### src/sv/b64d_pkg.sv
// ----------------------------------------------------------------------------
// b64d_pkg
// Shared types, codes and the character classifier of the base64 decoder.
// ----------------------------------------------------------------------------
package b64d_pkg;

  typedef enum logic [1:0] {
    KIND_DATA       = 2'd0,
    KIND_OK         = 2'd1,
    KIND_BAD        = 2'd2,
    KIND_INCOMPLETE = 2'd3
  } kind_e;

  typedef enum logic [1:0] {
    CLS_ALPHA = 2'd0,
    CLS_PAD   = 2'd1,
    CLS_SPACE = 2'd2,
    CLS_BAD   = 2'd3
  } cls_e;

  typedef struct packed {
    cls_e       cls;
    logic [5:0] value;
  } char_class_t;

  // One run: every result that a single input character causes.
  typedef struct packed {
    logic [2:0][7:0] data;
    logic [1:0]      n_data;
    logic            has_status;
    kind_e           status;
  } run_t;

  localparam logic [7:0] CHAR_PLUS  = 8'h2B;
  localparam logic [7:0] CHAR_SLASH = 8'h2F;
  localparam logic [7:0] CHAR_EQ    = 8'h3D;
  localparam logic [7:0] CHAR_SPACE = 8'h20;
  localparam logic [7:0] CHAR_TAB   = 8'h09;
  localparam logic [7:0] CHAR_CR    = 8'h0D;
  localparam logic [5:0] VAL_PLUS   = 6'd62;
  localparam logic [5:0] VAL_SLASH  = 6'd63;

  function automatic char_class_t classify(input logic [7:0] c);
    char_class_t r;
    r.cls   = CLS_BAD;
    r.value = '0;
    if (c >= 8'h41 && c <= 8'h5A) begin
      r.cls   = CLS_ALPHA;
      r.value = 6'(c - 8'h41);
    end else if (c >= 8'h61 && c <= 8'h7A) begin
      r.cls   = CLS_ALPHA;
      r.value = 6'(c - 8'h61 + 8'd26);
    end else if (c >= 8'h30 && c <= 8'h39) begin
      r.cls   = CLS_ALPHA;
      r.value = 6'(c - 8'h30 + 8'd52);
    end else if (c == CHAR_PLUS) begin
      r.cls   = CLS_ALPHA;
      r.value = VAL_PLUS;
    end else if (c == CHAR_SLASH) begin
      r.cls   = CLS_ALPHA;
      r.value = VAL_SLASH;
    end else if (c == CHAR_EQ) begin
      r.cls   = CLS_PAD;
    end else if (c == CHAR_SPACE || (c >= CHAR_TAB && c <= CHAR_CR)) begin
      r.cls   = CLS_SPACE;
    end
    return r;
  endfunction

endpackage

### src/sv/b64d_front.sv
// ----------------------------------------------------------------------------
// b64d_front
// Classifies characters, gathers groups of four and forms result runs.
// ----------------------------------------------------------------------------
module b64d_front
  import b64d_pkg::*;
(
  input  logic       clk_i,
  input  logic       rst_ni,
  input  logic [7:0] text_char_i,
  input  logic       end_of_text_i,
  input  logic       accept_i,
  output logic       run_valid_o,
  output run_t       run_o
);

  logic [2:0][5:0] sext_q;
  logic [1:0]      count_q, count_d;
  logic            third_pad_q;
  logic            error_q;

  char_class_t cc;
  logic        is_pad, is_bad, gather, complete;
  logic [5:0]  v;
  logic        err_now;

  always_comb begin
    cc       = classify(text_char_i);
    is_pad   = (cc.cls == CLS_PAD);
    is_bad   = (cc.cls == CLS_BAD);
    v        = is_pad ? 6'd0 : cc.value;
    gather   = !is_bad && (cc.cls != CLS_SPACE) && !error_q;
    complete = gather && (count_q == 2'd3);
    err_now  = error_q || is_bad;

    if (gather) begin
      count_d = complete ? 2'd0 : count_q + 2'd1;
    end else begin
      count_d = count_q;
    end

    run_o.data[0] = {sext_q[0], sext_q[1][5:4]};
    run_o.data[1] = {sext_q[1][3:0], sext_q[2][5:2]};
    run_o.data[2] = {sext_q[2][1:0], v};
    if (!complete) begin
      run_o.n_data = 2'd0;
    end else if (!is_pad) begin
      run_o.n_data = 2'd3;
    end else if (third_pad_q) begin
      run_o.n_data = 2'd1;
    end else begin
      run_o.n_data = 2'd2;
    end
    run_o.has_status = end_of_text_i;
    if (err_now) begin
      run_o.status = KIND_BAD;
    end else if (count_d != 2'd0) begin
      run_o.status = KIND_INCOMPLETE;
    end else begin
      run_o.status = KIND_OK;
    end
    run_valid_o = accept_i && (complete || end_of_text_i);
  end

  always_ff @(posedge clk_i or negedge rst_ni) begin
    if (!rst_ni) begin
      sext_q      <= '0;
      count_q     <= '0;
      third_pad_q <= 1'b0;
      error_q     <= 1'b0;
    end else if (accept_i) begin
      if (end_of_text_i) begin
        sext_q      <= '0;
        count_q     <= '0;
        third_pad_q <= 1'b0;
        error_q     <= 1'b0;
      end else begin
        count_q <= count_d;
        error_q <= err_now;
        for (int i = 0; i < 3; i++) begin
          if (gather && !complete && count_q == 2'(i)) begin
            sext_q[i] <= v;
          end
        end
        if (gather && count_q == 2'd2) begin
          third_pad_q <= is_pad;
        end
      end
    end
  end

endmodule

### src/sv/b64d_queue.sv
// ----------------------------------------------------------------------------
// b64d_queue
// Short run queue between the classifying front and the result serializer.
// ----------------------------------------------------------------------------
module b64d_queue
  import b64d_pkg::*;
#(
  parameter int Depth = 4
) (
  input  logic clk_i,
  input  logic rst_ni,
  input  logic wr_en_i,
  input  run_t wr_data_i,
  output logic full_o,
  input  logic rd_en_i,
  output run_t rd_data_o,
  output logic empty_o
);

  localparam int AW = (Depth > 1) ? $clog2(Depth) : 1;
  localparam int CW = $clog2(Depth + 1);
  localparam logic [AW-1:0] LAST_PTR = AW'(Depth - 1);

  run_t          mem [Depth];
  logic [AW-1:0] wr_ptr_q, rd_ptr_q;
  logic [CW-1:0] count_q;

  assign full_o    = (count_q == CW'(Depth));
  assign empty_o   = (count_q == '0);
  assign rd_data_o = mem[rd_ptr_q];

  always_ff @(posedge clk_i) begin
    if (wr_en_i) begin
      mem[wr_ptr_q] <= wr_data_i;
    end
  end

  always_ff @(posedge clk_i or negedge rst_ni) begin
    if (!rst_ni) begin
      wr_ptr_q <= '0;
      rd_ptr_q <= '0;
      count_q  <= '0;
    end else begin
      if (wr_en_i) begin
        wr_ptr_q <= (wr_ptr_q == LAST_PTR) ? '0 : wr_ptr_q + 1'b1;
      end
      if (rd_en_i) begin
        rd_ptr_q <= (rd_ptr_q == LAST_PTR) ? '0 : rd_ptr_q + 1'b1;
      end
      if (wr_en_i && !rd_en_i) begin
        count_q <= count_q + 1'b1;
      end else if (!wr_en_i && rd_en_i) begin
        count_q <= count_q - 1'b1;
      end
    end
  end

endmodule

### src/sv/b64d_back.sv
// ----------------------------------------------------------------------------
// b64d_back
// Serializes each run into result beats, one beat per cycle while pop is high.
// ----------------------------------------------------------------------------
module b64d_back
  import b64d_pkg::*;
(
  input  logic       clk_i,
  input  logic       rst_ni,
  input  logic       q_empty_i,
  input  run_t       q_data_i,
  output logic       q_pop_o,
  output logic       empty,
  input  logic       pop,
  output logic [7:0] out_byte_o,
  output logic [1:0] result_kind_o,
  output logic       last_of_run_o
);

  run_t       run_q;
  logic [1:0] pos_q;
  logic       valid_q;
  logic [2:0] total;
  logic       is_last;
  logic       take;

  always_comb begin
    total   = {1'b0, run_q.n_data} + {2'b00, run_q.has_status};
    is_last = ({1'b0, pos_q} == total - 3'd1);

    if (pos_q < run_q.n_data) begin
      result_kind_o = KIND_DATA;
      case (pos_q)
        2'd0:    out_byte_o = run_q.data[0];
        2'd1:    out_byte_o = run_q.data[1];
        default: out_byte_o = run_q.data[2];
      endcase
    end else begin
      result_kind_o = run_q.status;
      out_byte_o    = '0;
    end
    last_of_run_o = is_last;
    empty         = !valid_q;

    // The next run loads as the last beat of the current one leaves.
    take    = !q_empty_i && (!valid_q || (pop && is_last));
    q_pop_o = take;
  end

  always_ff @(posedge clk_i or negedge rst_ni) begin
    if (!rst_ni) begin
      valid_q <= 1'b0;
      pos_q   <= '0;
      run_q   <= '0;
    end else if (take) begin
      valid_q <= 1'b1;
      pos_q   <= '0;
      run_q   <= q_data_i;
    end else if (valid_q && pop) begin
      if (is_last) begin
        valid_q <= 1'b0;
      end else begin
        pos_q <= pos_q + 2'd1;
      end
    end
  end

endmodule

### src/sv/base64_stream_decoder_unit.sv
// ----------------------------------------------------------------------------
// base64_stream_decoder_unit
// Streaming base64 decoder with per-message status.
// ----------------------------------------------------------------------------
// One text character is taken per cycle while full is low. Whitespace is
// skipped, every fourth valid character releases one to three decoded bytes,
// and a character marked end_of_text adds a final status beat (ok, bad
// character or incomplete group) and returns the decoder to its reset state.
// Results leave one beat per cycle while pop is asserted; all beats caused by
// one character are contiguous and the last one carries last_of_run. The
// front classifies each character in the cycle it is pushed; runs of results
// wait in a RunDepth-entry queue, and full rises only when that queue is full,
// which happens when the result side stalls. The first beat caused by a
// character appears, at the earliest, once its run passed the queue and run_q.
module base64_stream_decoder_unit
  import b64d_pkg::*;
#(
  parameter int RunDepth = 4
) (
  input  logic       clk_i,
  input  logic       rst_ni,
  input  logic       push,
  output logic       full,
  input  logic [7:0] text_char_i,
  input  logic       end_of_text_i,
  output logic       empty,
  input  logic       pop,
  output logic [7:0] out_byte_o,
  output logic [1:0] result_kind_o,
  output logic       last_of_run_o
);

  logic accept;
  logic run_valid;
  run_t run_in, run_out;
  logic q_empty, q_pop;

  assign accept = push && !full;

  b64d_front u_front (
    .clk_i         (clk_i),
    .rst_ni        (rst_ni),
    .text_char_i   (text_char_i),
    .end_of_text_i (end_of_text_i),
    .accept_i      (accept),
    .run_valid_o   (run_valid),
    .run_o         (run_in)
  );

  b64d_queue #(
    .Depth (RunDepth)
  ) u_queue (
    .clk_i     (clk_i),
    .rst_ni    (rst_ni),
    .wr_en_i   (run_valid),
    .wr_data_i (run_in),
    .full_o    (full),
    .rd_en_i   (q_pop),
    .rd_data_o (run_out),
    .empty_o   (q_empty)
  );

  b64d_back u_back (
    .clk_i         (clk_i),
    .rst_ni        (rst_ni),
    .q_empty_i     (q_empty),
    .q_data_i      (run_out),
    .q_pop_o       (q_pop),
    .empty         (empty),
    .pop           (pop),
    .out_byte_o    (out_byte_o),
    .result_kind_o (result_kind_o),
    .last_of_run_o (last_of_run_o)
  );

endmodule
### config.mk
export PLATFORM = sky130hd
export DESIGN_NAME = base64_stream_decoder_unit
export DESIGN_NICKNAME = d
export VERILOG_FILES = /design/src/sv/b64d_pkg.sv /design/src/sv/b64d_front.sv /design/src/sv/b64d_queue.sv /design/src/sv/b64d_back.sv /design/src/sv/base64_stream_decoder_unit.sv
export SDC_FILE = /design/constraint.sdc
export NUM_CORES = 1
export LEC_CHECK = 0
export BUFFER_PORTS_ARGS = -buffer_cell sky130_fd_sc_hd__clkbuf_2
export CORE_UTILIZATION = 58
export DETAILED_ROUTE_END_ITERATION = 10
export GPL_ROUTABILITY_DRIVEN = 0
export HOLD_SLACK_MARGIN = 0.12
export PLACE_DENSITY = 0.82
export SLEW_MARGIN = 20
export SYNTH_ARGS = -nofsm -noshare
export SYNTH_HDL_FRONTEND = slang
export SYNTH_SLANG_ARGS = --single-unit
### constraint.sdc
create_clock -name clk_i -period 3.5 [get_ports clk_i]
set_input_delay 0.7 -clock clk_i [delete_from_list [all_inputs] [get_ports clk_i]]
set_output_delay 0.7 -clock clk_i [all_outputs]
set_load 0.02 [all_outputs]
==> results.toml <==
[timing]
slew_violations = 0
max_freq_mhz = 313.8
tns_ns = 0
period_minus_slack_ns = 3.187
fin_crit_sh = 0.9106
worstMarginPinSlew_ns = 0.7424
holdWs_ns = 0.1615
max_slew_margin = 0.5041
final_hold_viol_count = 0
fin_ws_ns = 0.3129
final.setup_skew_ns = 0.008718
rsz0062_at_grt = "false"
setup_viol = 0

[grt]
grt_pass1_wl_mm = 25.21
grt_pass1_vias = 4607
grt_overflow = 0
grt.total_usage = 0.2478
antenna_found_initial = 1
grt_max_degree = 51

[worst_setup_path]
worstPathArrival_ns = 3.49
r2r-end = "u_queue.count_q[1]"
cp.required_ns = 3.80
path_max_fanout = 8
reg2reg_depth = 12
crit_top_cell = "inv_1"
r2r_slack_ns = 0.73
path_cells = "clkbuf_2, inv_1, ha_1, nor2b_1, o21bai_1, a21o_2, o21ai_2, a21o_4, inv_1, ha_1, inv_1, fa_1, mux2_2"
cp-start-kind = "input pin"
crit_path_top_delay_cell = "fa_1"
r2r_start = "u_back.run_q[2]"
critPathKind = "input pin to flip-flop"
end_kind = "flip-flop"
slowest_delay_ns = 0.41

[detailed_routing]
top_layer = "met4"
wirelength_mm = 15.73
met1_length_mm = 6.278
wl_met2_mm = 8.221
wl_met3_um = 854
route.detailed.drc = 0
post_drt_wl_per_cell_um = 21.88
drt_iter0_drc = 400
dr_total_vias = 4482
vias_per_cell = 6.234
dr.pass1.iters = 5
ant_nets = 0

[cts]
cts_sinks = 177
postCtsSetupBuffers = 0
clk_path_buf_depth = 2
clk_latency_ns = 0.42
cts_buffers = 17
root_buffer = "clkbuf_16"
cts_resized = 0
holdBufCountCts = 0
htreeDepth = 4
cts_tree = "yes"
clk_pin_slew_ns = 0.06

[yosys]
synth_fp_nets = 526
synth_top_area_frac = 0.4482
synth_cell_types = 57
synth.most_common_cell = "edfxtp_1"
synth_area_um2 = 7772
ys_seq_elements = 177
ys.flop_type = "edfxtp_1"
yosys-top-cells-count = "116 x edfxtp_1, 61 x dfrtp_1, 30 x mux2_1"
ys_seq_area_frac = 0.6446
netlist_instances = 488
synth_area_leaders = "edfxtp_1 45%, dfrtp_1 20%, mux4_2 8.4%"
synth.avg_cell_area_um2 = 15.93
synth_edf_count = 116
yosysWarningCount = 0
yosysTopAreaCell = "edfxtp_1"
synthArstFlopShare = 0.3446

[power]
powerDensity_nw_per_um2 = 805.0
ir_drop_mv = 0.3805
comb_power_share = 0.333
p_sw_mw = 2.389
pwr-share-seq = 0.426
leakage_nw = 3.409
sw_frac_of_total = 0.3383
clockPowerShare = 0.241
power_mw = 7.061
power.internal_mw = 4.673

[floorplanning]
fp.dieW_um = 117.8
dieArea_um2 = 13870
die_h_um = 117.8
coreArea_um2 = 12820
floorplan.initialDensity = 0.6060
ios = 26
rows = 41

[outcome]
status = "finished, final reports clean"

[place]
dp_hpwl_mm = 10.47
dpl_worst_slack_ns = -0.07273
placedCellCount = 688
portBuffers = 25

[finish]
finalNetCount = 573
finalNonFillerCells = 719
ff_latch_area_um2 = 5011
multi_input_area_um2 = 2597
area_delta_synth_final_pct = 12.86
drive_gt1_frac = 0.2450
antenna_cells = 0
n_fill_cell = 868

[hold_path]
hold_path.class = "input pin to asynchronous set/reset pin"

[run]
cap_viol_max_count = 0
[cells by family (layout without fill, tap and decap cells)]
| group | Yosys count | after routing | share of synthesized area |
|---|---|---|---|
| buffers and inverters | 41 | 100 | 0.02254 |
| flip-flops | 177 | 177 | 0.6446 |
| XOR/XNOR | 11 | 11 | 0.01240 |
| AND/OR/NAND/NOR | 85 | 85 | 0.05795 |
| adder cells (fa/ha/maj) | 25 | 25 | 0.04121 |
| multiplexers | 66 | 66 | 0.1383 |
| AO/OA/AOI/OAI | 83 | 83 | 0.08306 |
[final cells by class]
cell class / instances / area share
inverter: 25 / 0.01070
clock inverter: 12 / 0.01184
sequential: 177 / 0.5712
clock buffer: 19 / 0.04935
timing repair buffer: 44 / 0.03623
multi-input combinational: 270 / 0.2961
tap: 172 / 0.02453
[sequential cells by signal (all words and copies together), names as in the netlist]
signal / count
u_queue.rd_ptr_q: 2
u_front.count_q: 2
u_queue.count_q: 3
u_back.valid_q: 1
u_front.third_pad_q: 1
u_front.run_o: 18
u_queue.wr_ptr_q: 2
u_back.run_q: 29
u_front.error_q: 1
u_queue.mem: 116
u_back.pos_q: 2
[metrics by stage]
step / instance area (um^2) / util
floorplan: 7772 / -
global placement: 8235 / 0.6421
detailed placement: 8235 / 0.6421
CTS: 8772 / 0.6840
global route: 8772 / 0.6840
finish: 8772 / 0.6840
[worst max-delay path: cells and delay by family]
kind | cells | cell delay [ns]
mux | 1 | 0.28
simple gates | 1 | 0.24
fa+ha+maj | 3 | 0.96
compound gates | 4 | 0.83
buf+inv | 4 | 0.46
[placed cells by master, fill, tap and decap left out, types with 3 or more instances in the layout]
| cell | instances |
|---|---|
| nand2_1 | 27 |
| a22o_1 | 11 |
| a22oi_1 | 10 |
| mux4_2 | 29 |
| o2bb2ai_1 | 6 |
| clkbuf_16 | 17 |
| nor2_1 | 10 |
| mux2_1 | 30 |
| o21ai_0 | 4 |
| buf_4 | 15 |
| ha_1 | 24 |
| mux2_2 | 3 |
| xnor2_1 | 8 |
| a21oi_1 | 15 |
| o211a_1 | 3 |
| clkinv_4 | 6 |
| nor2b_1 | 4 |
| nor3_1 | 5 |
| a31oi_1 | 3 |
| inv_1 | 25 |
| dfrtp_1 | 60 |
| buf_12 | 4 |
| o211ai_1 | 3 |
| nand2b_1 | 7 |
| nor2_2 | 5 |
| edfxtp_1 | 116 |
| o21ai_2 | 4 |
| o22ai_1 | 4 |
| nor3_2 | 5 |
| clkbuf_2 | 25 |
| xor2_1 | 3 |
| o21ai_1 | 5 |
| nand3_1 | 8 |
| and2_1 | 5 |
| inv_6 | 4 |
[worst max path at each step]
stage,from,endpoint,slack (ns),depth (start not counted)
after floorplan,text_char_i[2],u_queue.mem[3][0],-0.17,8
after global routing,text_char_i[2],u_queue.count_q[1],0.16,13
after detailed placement,text_char_i[2],u_queue.count_q[1],-0.07,13
after CTS,text_char_i[2],u_queue.count_q[1],0.34,13
final,text_char_i[2],u_queue.count_q[1],0.31,13
after global placement,text_char_i[2],u_queue.count_q[1],0.14,13
[power by group through the flow]
stage | Sequential, mW | Clock, mW | Combinational (mW)
global route | 3.06 | 1.82 | 2.55
finish | 3.01 | 1.70 | 2.35
detailed placement | 3.05 | 0 | 2.34
CTS | 3.02 | 1.73 | 2.37
floorplan | 2.87 | 0 | 1.77
global placement | 3.00 | 0 | 2.23
[routing by layer]
layer  track usage  up-vias
met4        0.1034        0
met3       0.05184       32
met1        0.3112     2301
met5             0        -
li1              -     1973
met2        0.4191      176
(Power assumes the default switching activity.)
